**src/rtl/nmea_filt_pkg.sv**
```systemverilog
// ----------------------------------------------------------------------------
// nmea_filt_pkg
// Shared types, codes and constants of the NMEA sentence filter.
// ----------------------------------------------------------------------------
package nmea_filt_pkg;

    // Default size of one sentence buffer, in bytes.
    localparam int BUF_BYTES_DEF = 128;

    // Fixed widths of the transaction fields.
    localparam int CHARS_W = 24;
    localparam int BYTE_W  = 8;
    localparam int POS_W   = 7;
    localparam int LEN_W   = 8;

    // Register reset values: "$GP", "GGA", "GSA" and line feed.
    localparam logic [CHARS_W-1:0] HEADER_RESET = 24'h244750;
    localparam logic [CHARS_W-1:0] TYPE0_RESET  = 24'h474741;
    localparam logic [CHARS_W-1:0] TYPE1_RESET  = 24'h475341;
    localparam logic [BYTE_W-1:0]  END_RESET    = 8'h0A;

    // Configuration register indexes.
    typedef enum logic [1:0] {
        CFG_HEADER = 2'd0,
        CFG_TYPE0  = 2'd1,
        CFG_TYPE1  = 2'd2,
        CFG_END    = 2'd3
    } cfg_index_t;

    // Input commands.
    typedef enum logic [1:0] {
        CMD_BYTE    = 2'd0,
        CMD_RELEASE = 2'd1,
        CMD_READ    = 2'd2,
        CMD_NONE    = 2'd3
    } cmd_t;

    // Parser phases.
    typedef enum logic [1:0] {
        PH_HEADER,
        PH_TYPE,
        PH_BODY
    } phase_t;

    // Configuration seen by the parser.
    typedef struct packed {
        logic [CHARS_W-1:0] header_chars;
        logic [CHARS_W-1:0] type0_chars;
        logic [CHARS_W-1:0] type1_chars;
        logic [BYTE_W-1:0]  end_char;
    } cfg_t;

    // Completion report of one byte.
    typedef struct packed {
        logic              done;
        logic              dtype;
        logic [LEN_W-1:0]  length;
    } done_t;

    // Character idx of a three-character word, first character in the top byte.
    // An index past the end selects the low byte.
    function automatic logic [BYTE_W-1:0] char_at(input logic [CHARS_W-1:0] word,
                                                  input logic [1:0] idx);
        logic [BYTE_W-1:0] c;
        case (idx)
            2'd0:    c = word[23:16];
            2'd1:    c = word[15:8];
            default: c = word[7:0];
        endcase
        return c;
    endfunction

endpackage

```
**src/rtl/nmea_filt_parser.sv**
```systemverilog
// ----------------------------------------------------------------------------
// nmea_filt_parser
// Header and type matcher, body write sequencing and buffer ready flags.
// ----------------------------------------------------------------------------
module nmea_filt_parser #(
    parameter int BUF_BYTES = nmea_filt_pkg::BUF_BYTES_DEF,
    parameter int WP_W      = $clog2(BUF_BYTES + 1)
) (
    input  logic                         clk,
    input  logic                         rst_n,
    input  nmea_filt_pkg::cfg_t          cfg,
    input  logic                         byte_en,
    input  logic [nmea_filt_pkg::BYTE_W-1:0] rx_byte,
    input  logic                         release_en,
    input  logic                         release_sel,
    output logic                         wr_en,
    output logic                         wr_sel,
    output logic [WP_W-1:0]              wr_pos,
    output logic [nmea_filt_pkg::BYTE_W-1:0] wr_data,
    output nmea_filt_pkg::done_t         done,
    output logic [1:0]                   ready_next
);
    import nmea_filt_pkg::*;

    phase_t          phase_reg, phase_next;
    logic [1:0]      match_reg, match_next;
    logic [1:0]      cand_reg, cand_next;
    logic            type_reg, type_next;
    logic [WP_W-1:0] wp_reg, wp_next;
    logic [1:0]      ready_reg;

    logic            hdr_hit;
    logic [1:0]      cand_hit;
    logic            win_type;
    logic            is_end;
    logic            wp_full;

    assign hdr_hit     = (rx_byte == char_at(cfg.header_chars, match_reg));
    assign cand_hit[0] = cand_reg[0] && (rx_byte == char_at(cfg.type0_chars, match_reg));
    assign cand_hit[1] = cand_reg[1] && (rx_byte == char_at(cfg.type1_chars, match_reg));
    assign win_type    = !cand_hit[0];
    assign is_end      = (rx_byte == cfg.end_char);
    assign wp_full     = (wp_reg >= WP_W'(BUF_BYTES));

    // Next state.
    always_comb
    begin
        phase_next = phase_reg;
        match_next = match_reg;
        cand_next  = cand_reg;
        type_next  = type_reg;
        wp_next    = wp_reg;
        ready_next = ready_reg;
        if (release_en)
        begin
            ready_next[release_sel] = 1'b0;
        end
        if (byte_en)
        begin
            unique case (phase_reg)
                PH_HEADER:
                begin
                    if (hdr_hit)
                    begin
                        if (match_reg == 2'd2)
                        begin
                            phase_next = PH_TYPE;
                            match_next = 2'd0;
                            cand_next  = 2'b11;
                        end
                        else
                        begin
                            match_next = match_reg + 2'd1;
                        end
                    end
                    else
                    begin
                        match_next = 2'd0;
                    end
                end
                PH_TYPE:
                begin
                    cand_next = cand_hit;
                    if (cand_hit == 2'b00)
                    begin
                        phase_next = PH_HEADER;
                        match_next = 2'd0;
                    end
                    else if (match_reg == 2'd2)
                    begin
                        match_next = 2'd0;
                        if (!ready_reg[win_type])
                        begin
                            phase_next = PH_BODY;
                            type_next  = win_type;
                            wp_next    = '0;
                        end
                        else
                        begin
                            phase_next = PH_HEADER;
                        end
                    end
                    else
                    begin
                        match_next = match_reg + 2'd1;
                    end
                end
                PH_BODY:
                begin
                    if (is_end)
                    begin
                        ready_next[type_reg] = 1'b1;
                        phase_next = PH_HEADER;
                        match_next = 2'd0;
                    end
                    else if (!wp_full)
                    begin
                        wp_next = wp_reg + WP_W'(1);
                    end
                end
                default:
                begin
                    phase_next = PH_HEADER;
                    match_next = 2'd0;
                end
            endcase
        end
    end

    // Outputs: buffer write and completion report.
    always_comb
    begin
        wr_en       = byte_en && (phase_reg == PH_BODY) && !is_end && !wp_full;
        wr_sel      = type_reg;
        wr_pos      = wp_reg;
        wr_data     = (wp_reg < WP_W'(BUF_BYTES - 1)) ? rx_byte : '0;
        done.done   = byte_en && (phase_reg == PH_BODY) && is_end;
        done.dtype  = done.done ? type_reg : 1'b0;
        done.length = done.done ? LEN_W'(wp_reg) : '0;
    end

    always_ff @(posedge clk or negedge rst_n)
    begin
        if (!rst_n)
        begin
            phase_reg <= PH_HEADER;
            match_reg <= 2'd0;
            cand_reg  <= 2'b00;
            type_reg  <= 1'b0;
            wp_reg    <= '0;
            ready_reg <= 2'b00;
        end
        else
        begin
            phase_reg <= phase_next;
            match_reg <= match_next;
            cand_reg  <= cand_next;
            type_reg  <= type_next;
            wp_reg    <= wp_next;
            ready_reg <= ready_next;
        end
    end

endmodule

```
**src/rtl/nmea_filt_store.sv**
```systemverilog
// ----------------------------------------------------------------------------
// nmea_filt_store
// Sentence memory: two buffers, one write port and one registered read port.
// ----------------------------------------------------------------------------
module nmea_filt_store #(
    parameter int BUF_BYTES = nmea_filt_pkg::BUF_BYTES_DEF,
    parameter int WP_W      = $clog2(BUF_BYTES + 1)
) (
    input  logic                             clk,
    input  logic                             wr_en,
    input  logic                             wr_sel,
    input  logic [WP_W-1:0]                  wr_pos,
    input  logic [nmea_filt_pkg::BYTE_W-1:0] wr_data,
    input  logic                             rd_en,
    input  logic                             rd_sel,
    input  logic [nmea_filt_pkg::POS_W-1:0]  rd_pos,
    output logic [nmea_filt_pkg::BYTE_W-1:0] rd_data
);
    import nmea_filt_pkg::*;

    localparam int DEPTH = 2 * BUF_BYTES;
    localparam int AW    = $clog2(DEPTH);

    logic [BYTE_W-1:0] mem [DEPTH];
    logic [AW-1:0]     wr_addr;
    logic [AW-1:0]     rd_addr;
    logic [BYTE_W-1:0] rd_data_reg;

    // Buffer 1 starts right after buffer 0.
    assign wr_addr = (wr_sel ? AW'(BUF_BYTES) : AW'(0)) + AW'(wr_pos);
    assign rd_addr = (rd_sel ? AW'(BUF_BYTES) : AW'(0)) + AW'(rd_pos);

    always_ff @(posedge clk)
    begin
        if (wr_en)
        begin
            mem[wr_addr] <= wr_data;
        end
    end

    always_ff @(posedge clk)
    begin
        if (rd_en)
        begin
            rd_data_reg <= mem[rd_addr];
        end
    end

    assign rd_data = rd_data_reg;

endmodule

```
**src/rtl/nmea_sentence_filter_unit.sv**
```systemverilog
// ----------------------------------------------------------------------------
// nmea_sentence_filter_unit
// NMEA 0183 sentence filter: matches a header and two sentence types in a
// received byte stream and stores matching sentence bodies for read-back.
// ----------------------------------------------------------------------------
//
//  Channel  Handshake              Payload
//  -------  ---------------------  -----------------------------------------
//  in       in_valid / in_stall    command, rx_byte, buffer_select,
//                                  read_position
//  out      out_valid / out_stall  read_data, ready_mask, sentence_done,
//                                  done_type, stored_length
//  cfg      cfg_write_en           cfg_index, cfg_data (no handshake wait)
//
// For every transaction the parser state, the buffer write and the memory
// read all happen at the accepting edge, and the result is loaded into the
// output register at that same edge. A new transaction is accepted in
// every cycle unless a held result is stalled; in_stall is only the output
// register being full and out_stall high. Reset clears the parser and the
// ready flags and returns the configuration to its reset values; the sentence memory is not cleared.
//
module nmea_sentence_filter_unit #(
    parameter int BUF_BYTES = nmea_filt_pkg::BUF_BYTES_DEF
) (
    input  logic                              clk,
    input  logic                              rst_n,

    // Configuration write port.
    input  logic                              cfg_write_en,
    input  logic [1:0]                        cfg_index,
    input  logic [nmea_filt_pkg::CHARS_W-1:0] cfg_data,

    // Input channel.
    input  logic                              in_valid,
    output logic                              in_stall,
    input  logic [1:0]                        command,
    input  logic [nmea_filt_pkg::BYTE_W-1:0]  rx_byte,
    input  logic                              buffer_select,
    input  logic [nmea_filt_pkg::POS_W-1:0]   read_position,

    // Output channel.
    output logic                              out_valid,
    input  logic                              out_stall,
    output logic [nmea_filt_pkg::BYTE_W-1:0]  read_data,
    output logic [1:0]                        ready_mask,
    output logic                              sentence_done,
    output logic                              done_type,
    output logic [nmea_filt_pkg::LEN_W-1:0]   stored_length
);
    import nmea_filt_pkg::*;

    // Write position counts up to BUF_BYTES, so it needs one more code.
    localparam int WP_W = $clog2(BUF_BYTES + 1);

    cfg_t              cfg_reg;
    cmd_t              cmd;
    logic              accept;
    logic              byte_en;
    logic              release_en;
    logic              read_en;
    logic              read_hit;

    logic              wr_en;
    logic              wr_sel;
    logic [WP_W-1:0]   wr_pos;
    logic [BYTE_W-1:0] wr_data;
    logic [BYTE_W-1:0] mem_q;
    done_t             done;
    logic [1:0]        ready_next;

    logic              out_valid_reg;
    logic              read_hit_reg;
    logic [1:0]        ready_mask_reg;
    done_t             done_reg;

    // The output register is the only buffer between the two sides, so the
    // input side waits only while a finished result is held back.
    assign in_stall = out_valid_reg && out_stall;
    assign accept   = in_valid && !in_stall;
    assign cmd      = cmd_t'(command);

    assign byte_en    = accept && (cmd == CMD_BYTE);
    assign release_en = accept && (cmd == CMD_RELEASE);
    assign read_en    = accept && (cmd == CMD_READ);

    // Positions at or past the buffer size read as zero without a memory
    // access.
    assign read_hit = ({2'b00, read_position} < 9'(BUF_BYTES));

    // Configuration registers; writes must arrive only while the block is idle (not enforced here).
    always_ff @(posedge clk or negedge rst_n)
    begin
        if (!rst_n)
        begin
            cfg_reg.header_chars <= HEADER_RESET;
            cfg_reg.type0_chars  <= TYPE0_RESET;
            cfg_reg.type1_chars  <= TYPE1_RESET;
            cfg_reg.end_char     <= END_RESET;
        end
        else if (cfg_write_en)
        begin
            unique case (cfg_index_t'(cfg_index))
                CFG_HEADER: cfg_reg.header_chars <= cfg_data;
                CFG_TYPE0:  cfg_reg.type0_chars  <= cfg_data;
                CFG_TYPE1:  cfg_reg.type1_chars  <= cfg_data;
                CFG_END:    cfg_reg.end_char     <= cfg_data[BYTE_W-1:0];
                default:    cfg_reg.end_char     <= cfg_reg.end_char;
            endcase
        end
    end

    // Header and type matching, body sequencing and ready flags.
    nmea_filt_parser #(
        .BUF_BYTES (BUF_BYTES),
        .WP_W      (WP_W)
    ) u_parser (
        .clk         (clk),
        .rst_n       (rst_n),
        .cfg         (cfg_reg),
        .byte_en     (byte_en),
        .rx_byte     (rx_byte),
        .release_en  (release_en),
        .release_sel (buffer_select),
        .wr_en       (wr_en),
        .wr_sel      (wr_sel),
        .wr_pos      (wr_pos),
        .wr_data     (wr_data),
        .done        (done),
        .ready_next  (ready_next)
    );

    // Sentence memory. A read and a write never come from the same
    // transaction, and a write is visible to a read in the next cycle.
    // The read data register loads only on an accepted read, so it holds
    // steady while the result is stalled.
    nmea_filt_store #(
        .BUF_BYTES (BUF_BYTES),
        .WP_W      (WP_W)
    ) u_store (
        .clk     (clk),
        .wr_en   (wr_en),
        .wr_sel  (wr_sel),
        .wr_pos  (wr_pos),
        .wr_data (wr_data),
        .rd_en   (read_en && read_hit),
        .rd_sel  (buffer_select),
        .rd_pos  (read_position),
        .rd_data (mem_q)
    );

    // Result register.
    always_ff @(posedge clk or negedge rst_n)
    begin
        if (!rst_n)
        begin
            out_valid_reg <= 1'b0;
        end
        else if (accept)
        begin
            out_valid_reg <= 1'b1;
        end
        else if (!out_stall)
        begin
            out_valid_reg <= 1'b0;
        end
    end

    always_ff @(posedge clk)
    begin
        if (accept)
        begin
            read_hit_reg   <= read_en && read_hit;
            ready_mask_reg <= ready_next;
            done_reg       <= done;
        end
    end

    assign out_valid     = out_valid_reg;
    assign read_data     = read_hit_reg ? mem_q : '0;
    assign ready_mask    = ready_mask_reg;
    assign sentence_done = done_reg.done;
    assign done_type     = done_reg.dtype;
    assign stored_length = done_reg.length;

endmodule
```
**config.mk**
```make
export PLATFORM = sky130hd
export DESIGN_NAME = nmea_sentence_filter_unit
export DESIGN_NICKNAME = d
export VERILOG_FILES = /design/src/rtl/nmea_filt_pkg.sv /design/src/rtl/nmea_filt_parser.sv /design/src/rtl/nmea_filt_store.sv /design/src/rtl/nmea_sentence_filter_unit.sv
export SDC_FILE = /design/constraint.sdc
export NUM_CORES = 2
export LEC_CHECK = 0
export BUFFER_PORTS_ARGS = -buffer_cell sky130_fd_sc_hd__buf_2
export CORE_UTILIZATION = 65
export DETAILED_ROUTE_END_ITERATION = 8
export HOLD_SLACK_MARGIN = 0.1
export PLACE_DENSITY = 0.9
export SKIP_LAST_GASP = 1
export SYNTH_ARGS = -nofsm -noshare
export SYNTH_HDL_FRONTEND = slang
export SYNTH_SLANG_ARGS = --single-unit
```
**constraint.sdc**
```tcl
create_clock -name clk -period 11.3 [get_ports clk]
set_clock_uncertainty 0.1 [all_clocks]
set_input_delay 0.565 -clock clk [delete_from_list [all_inputs] [get_ports clk]]
set_output_delay 0.565 -clock clk [all_outputs]
set_load 0.01 [all_outputs]
```
# --- After elaboration in Yosys (flattened, before gate mapping) ---
# Memories as Yosys holds them, arrays and structs flattened. A register that Yosys moved wholly into a read port is not among the register bits.
# Index checks and enable logic that the tools add are counted.
op_classes:
  n_addsub: 4
  n_eq_ne: 23
  order_cmp: 7
  reduce_logical: 33
  bitwise: 5
  mux: 41
ops:
  columns: ["cell", "n"]
  rows:
  - ["two-way mux 8 bit", 9]
  - ["one-hot mux 8 bit (2 select lines)", 4]
  - ["equality test 8 bit", 4]
  - ["two-way mux 2 bit", 15]
  - ["logical AND 1 bit", 13]
  - ["one-hot mux 2 bit (3 select lines)", 2]
  - ["equality test 2 bit, second input constant", 5]
  - ["zero test 2 bit", 5]
  - ["inequality test 2 x 1 -> 1 bit, second input constant", 5]
  - ["AND reduction 2 bit", 5]
  - ["AND reduction 5 bit", 2]
  - ["adder 8 x 1 -> 8 bit, second input constant", 1]
  - ["adder 8 x 7 -> 8 bit", 1]
  - ["adder 8 bit", 1]
  - ["equality test 2 x 1 -> 1 bit, second input constant", 4]
  - ["greater-or-equal comparator 8 bit, second input constant", 1]
  - ["less-than comparator 8 x 7 -> 1 bit, second input constant", 1]
  - ["two-way mux 1 bit", 8]
  - ["inequality test 2 bit, second input constant", 4]
  - ["AND reduction 7 bit", 1]
  - ["less-than comparator 1 x 2 -> 1 bit, second input constant", 3]
  - ["zero test 1 bit", 4]
  - ["one-hot mux 2 bit (2 select lines)", 1]
  - ["AND reduction 4 bit", 1]
  - ["9 further kinds", 13]
totals:
  n_memories: 1
  in_bits: 49
  regBits: 111
  mem_bits_rw: 2048
  elab_cells: 130
  out_inout_bits: 22
mem_list:
  columns: ["memory", "depth", "word_bits", "rd", "rd_ports_with_merged_regs", "wr", "line_no", "text"]
  rows:
  - ["u_store.mem", 256, 8, 1, 1, 1, "nmea_filt_store.sv:24", "logic [BYTE_W-1:0] mem [DEPTH];"]

# --- Longest topological paths before layout ---
depth:
  ltp_word: 11
  depth_mapped: 11

# --- By module ---
# From an unflattened synthesis, not the netlist that was laid out.
unflattened:
  cells_unflattened: 4209
  hier_area_um2: 85266.8
modules_own_cells:
  columns: ["module", "cells_each", "instances", "area_per_inst_um2"]
  rows:
  - ["nmea_filt_store", 3742, 1, 79618.9]
  - ["nmea_sentence_filter_unit", 199, 1, 3550.9]
  - ["nmea_filt_parser", 268, 1, 2097.0]

# --- Worst setup path after synthesis ---
# Ideal clock, no wire load.
synth_timing:
  path_type: "reg2reg"
  startpoint: "register u_parser.wp_reg[0] (netlist: u_parser.wr_pos[0])"
  endpoint: "memory u_store.mem[0][0], data pin"
  arrival_time_ns: 4.687
  setup_ns: 0.866
  path_stages_with_launch: 6
  slack_ns: 5.647
  period_less_slack_ns: 5.653
  required_time_ns: 10.334
  cell_sequence: "dfrtp_1 -> ha_1 -> and3_1 -> and3_1 -> a21oi_1 -> and2_1"
synth_between:
  elab_chain_cells: 2
synth_rtl:
  columns: ["item", "line_no", "text"]
  rows:
  - ["from (decl)", "nmea_filt_parser.sv:29", "logic [WP_W-1:0] wp_reg, wp_next;"]
  - ["from (signal assigned)", "nmea_filt_parser.sv:159", "wp_reg <= wp_next;"]
  - ["less-than comparator 8 x 7 -> 1 bit", "nmea_filt_parser.sv:136", "wr_data = (wp_reg < WP_W'(BUF_BYTES - 1)) ? rx_byte : '0;"]
  - ["two-way mux 8 bit", "nmea_filt_parser.sv:136", null]
  - ["named net u_parser.wr_data, one bit", "nmea_filt_parser.sv:19", "output logic [nmea_filt_pkg::BYTE_W-1:0] wr_data,"]
  - ["to (decl)", "nmea_filt_store.sv:24", null]
# The timed path passes the listed nets, and every way through them passes these cells.

# --- Final worst setup path ---
layout_timing:
  startpoint: "register out_valid_reg (netlist: out_valid)"
  endpoint: "memory u_store.mem[189][7] (enable)"
layout_between:
  elab_chain_cells: 9
layout_rtl:
  columns: ["item", "line_no", "text"]
  rows:
  - ["from (decl)", "nmea_sentence_filter_unit.sv:71", "logic out_valid_reg;"]
  - ["from (signal assigned)", "nmea_sentence_filter_unit.sv:156", "out_valid_reg <= 1'b0;"]
  - ["from (signal assigned)", "nmea_sentence_filter_unit.sv:160", "out_valid_reg <= 1'b1;"]
  - ["from (signal assigned)", "nmea_sentence_filter_unit.sv:164", "out_valid_reg <= 1'b0;"]
  - ["logical AND 1 bit", "nmea_sentence_filter_unit.sv:78", "assign in_stall = out_valid_reg && out_stall;"]
  - ["zero test 1 bit", "nmea_sentence_filter_unit.sv:79", "assign accept = in_valid && !in_stall;"]
  - ["logical AND 1 bit", "nmea_sentence_filter_unit.sv:79", null]
  - ["logical AND 1 bit", "nmea_sentence_filter_unit.sv:82", "assign byte_en = accept && (cmd == CMD_BYTE);"]
  - ["logical AND 1 bit (3 in series)", "nmea_filt_parser.sv:133", "wr_en = byte_en && (phase_reg == PH_BODY) && !is_end && !wp_full;"]
  - ["two-way mux 1 bit", "nmea_filt_store.sv:35", "if (wr_en)"]
  - ["two-way mux 1 bit (not written as such)", "nmea_filt_store.sv:37", "mem[wr_addr] <= wr_data;"]
# No other way between the ends.

==> out/metrics.cfg <==
[floorplan]
die_x_um=362
io_pins=71
fp.dieH_um=362
die_area_mm2=0.131
rows=131
coreArea_mm2=0.128
start_util_pct=65.9

[synth]
synth_most_common_cell=edfxtp_1
synth_area_per_cell_um2=22.5
synth_top_area_cell=edfxtp_1
synth_top_area_share_pct=73.6
ys_types=48
synthTopCellsByCount=edfxtp_1, mux4_2, nor2_1
syn_area_mm2=0.0844
yosysWarnings=0
ys_ff_latch=2167
synthArstFlopShare_pct=4.52
synth_area_leaders=edfxtp_1, mux4_2, dfrtp_1
synth-seq-area-share_pct=76.6
synthFlopType=edfxtp_1
synth_edf_count=2069
synthesis.nets=3809
syn-instance-count=3756

[run]
cap_violations=0

[outcome]
status=finished clean

[sta]
drv_slew=0
worst_slew_pin_slew_ns=1.49
relSlewSlack_pct=0.860
setup_slack_ns=5.77
setup_viol=0
finalHoldViolations=0
timing.final.crit_share_pct=48.9
rsz0062_at_grt=false
setup_tns_ns=0
max_freq_ghz=0.181
layout_min_cycle_time_ns=5.53

[clock_network]
cts_made_buffers=200
cts_setup_buffers=0
cts_num_sinks=2167
post_cts_resized=0
cts_max_path_buffers=3
cts_tree=done
path_clk_slew_ns=0.06
clk_latency_ns=0.85
htree_levels=4
cts-root-buf=clkbuf_16

[drt]
viasPerCell=7.65
drt_iter0_drc=7841
wire_per_inst_um=41.5
dr.pass1.iters=8
route.detailed.drc=0
ant_nets=0
drt-total-wl_um=241000
via_count=44400

[setup_path]
path_cells=nand2_1 > nand2_1 > nor3_1 > and3_1 > nor3b_1 > nand3_1 > nor2_1
worstPathArrival_ns=5.87
end_kind=flip-flop
critPathLaunchType=flip-flop
worst_r2r_path_depth=7
cp_num_buf_inv=0
required_ns=11.64
worst_path_largest_cell_delay_ns=1.27
path_delay_family=simple AND/OR/NAND/NOR gates
worst_path_most_repeated_cell=nand2_1
critPathKind=reg -> reg
worst-path-stages=7
slowest_stage=nor2_1
crit_path_max_fanout=16

[grt]
use_met2_pct=60.3
grt_pass1_wl_um=338000
grt_use_total_pct=37.5
grt_max_degree=257
grt_util_met3_pct=9.22
antenna_found_initial=19
grt_overflow=0
grt_use_met1_pct=47.6
grt_pass1_vias=44400
busiest_layer=met2

[power]
leakagePower_nw=23.7
power_frac_clock_pct=43.5
power_frac_seq_pct=53.2
internal_power_mw=13.0
p_per_area_mw_per_mm2=176
power.switching_mw=3.49
swShare_pct=21.1
power_frac_comb_pct=3.3
peakVddDrop_mv=0.170

[placement]
placedInstanceArea_mm2=0.0865
io_buffers=70
place_congestion=0.861
dp.final_hpwl_um=126000
dp_slack_ns=5.76

[cells_and_area]
stdcell_area_mm2=0.0936
multiInputGateArea_mm2=0.0188
drive_gt1_share_pct=29.0
final_nets=3947
ff_latch_area_mm2=0.0646
final_util_pct=73.0
largest_reg_flops=2048
fillers=6440
area_growth_pct=10.9

[worst_hold_path]
hp-class=in -> reg
min_path_cells=3

path summary, 6_finish.rpt:
check,slack (ns),start,endpoint
max in group asynchronous,9.85,rst_n,u_parser.phase_reg[0]$_DFFE_PN0P_
min in group asynchronous,0.19,rst_n,cfg_reg[24]$_DFFE_PN1P_
setup / recovery,5.77,out_valid$_DFFE_PN0P_,u_store.mem[189][7]$_DFFE_PP_
setup reg to reg,5.77,out_valid$_DFFE_PN0P_,u_store.mem[189][7]$_DFFE_PP_
hold / removal,0.17,buffer_select,u_parser.ready_reg[1]$_DFF_PN0_
hold reg to reg,0.40,cfg_reg[44]$_DFFE_PN0P_,cfg_reg[44]$_DFFE_PN0P_
metal layers:
metal / part of all wire (%) / wire length [µm]
met2: 49 / 118000
met4: 7.2 / 17300
met5: 0.057 / 138
met3: 13 / 30500
met1: 31 / 75000
stage by stage:
stage	instances	total power, mW	hold slack (ns)
3_3_place_gp	5390	9.45	0.349
5_1_grt	5792	16.8	0.162
3_5_place_dp	5390	9.46	0.358
6_report	5802	16.5	0.174
2_1_floorplan	3756	9.28	0.169
4_1_cts	5791	16.5	0.105
power groups by stage:
stage	combinational (mW)	clock, mW	sequential, mW
3_3_place_gp	0.505	0	8.94
5_1_grt	0.561	7.42	8.78
2_1_floorplan	0.348	0	8.93
4_1_cts	0.536	7.15	8.78
6_report	0.546	7.18	8.78
3_5_place_dp	0.516	0	8.95
worst reg2reg max path: stages, from the launching register on:
cell and delay [ns]:
dfrtp_1 0.37, nand2_1 0.11, nand2_1 0.12, nor3_1 0.53, and3_1 0.49, nor3b_1 1.12, nand3_1 0.98, nor2_1 1.28
cell type report:
| class | instances | share of cell area [%] |
|---|---|---|
| clock inverters | 128 | 1.59 |
| multi-input cells | 1359 | 20.1 |
| diodes | 11 | 0.0294 |
| clock buffers | 242 | 5.64 |
| flip-flops and latches | 2167 | 69.1 |
| inverters | 10 | 0.0401 |
| well taps | 1729 | 2.31 |
| repair buffers | 156 | 1.27 |
cell families (layout without fill, tap and decap cells):
kind of cell | Yosys count | in the layout | synth area share [%]
compound gates | 156 | 156 | 1.17
xor+xnor | 33 | 33 | 0.342
fa+ha+maj | 4 | 4 | 0.0593
buf+inv | 230 | 536 | 1.26
flops | 2167 | 2167 | 76.6
mux | 746 | 746 | 18.5
other cells | 0 | 11 | 0
simple gates | 420 | 420 | 2.16
placed cells by master (no fill, tap or decap), types with 28 or more instances in the layout:
cell,netlist,layout
nor2_1,271,271
mux2_2,82,82
mux4_2,640,640
nand2_1,56,56
edfxtp_1,2069,2069
clkinv_2,0,28
dfrtp_1,68,68
clkinv_1,0,52
clkbuf_1,129,34
clkbuf_16,0,203
a22oi_1,64,64
buf_4,10,52
buf_2,34,64
bufinv_16,0,33
a21oi_1,42,42
dlygate4sd3_1,0,31
dfstp_2,30,30
what timing repair did:
item | 4_1_cts | 5_1_grt
setup endpoints to repair | 0 | 0
hold endpoints to repair | 104 | 0
hold buffers | 31 | 0
(Power assumes the default switching activity.)
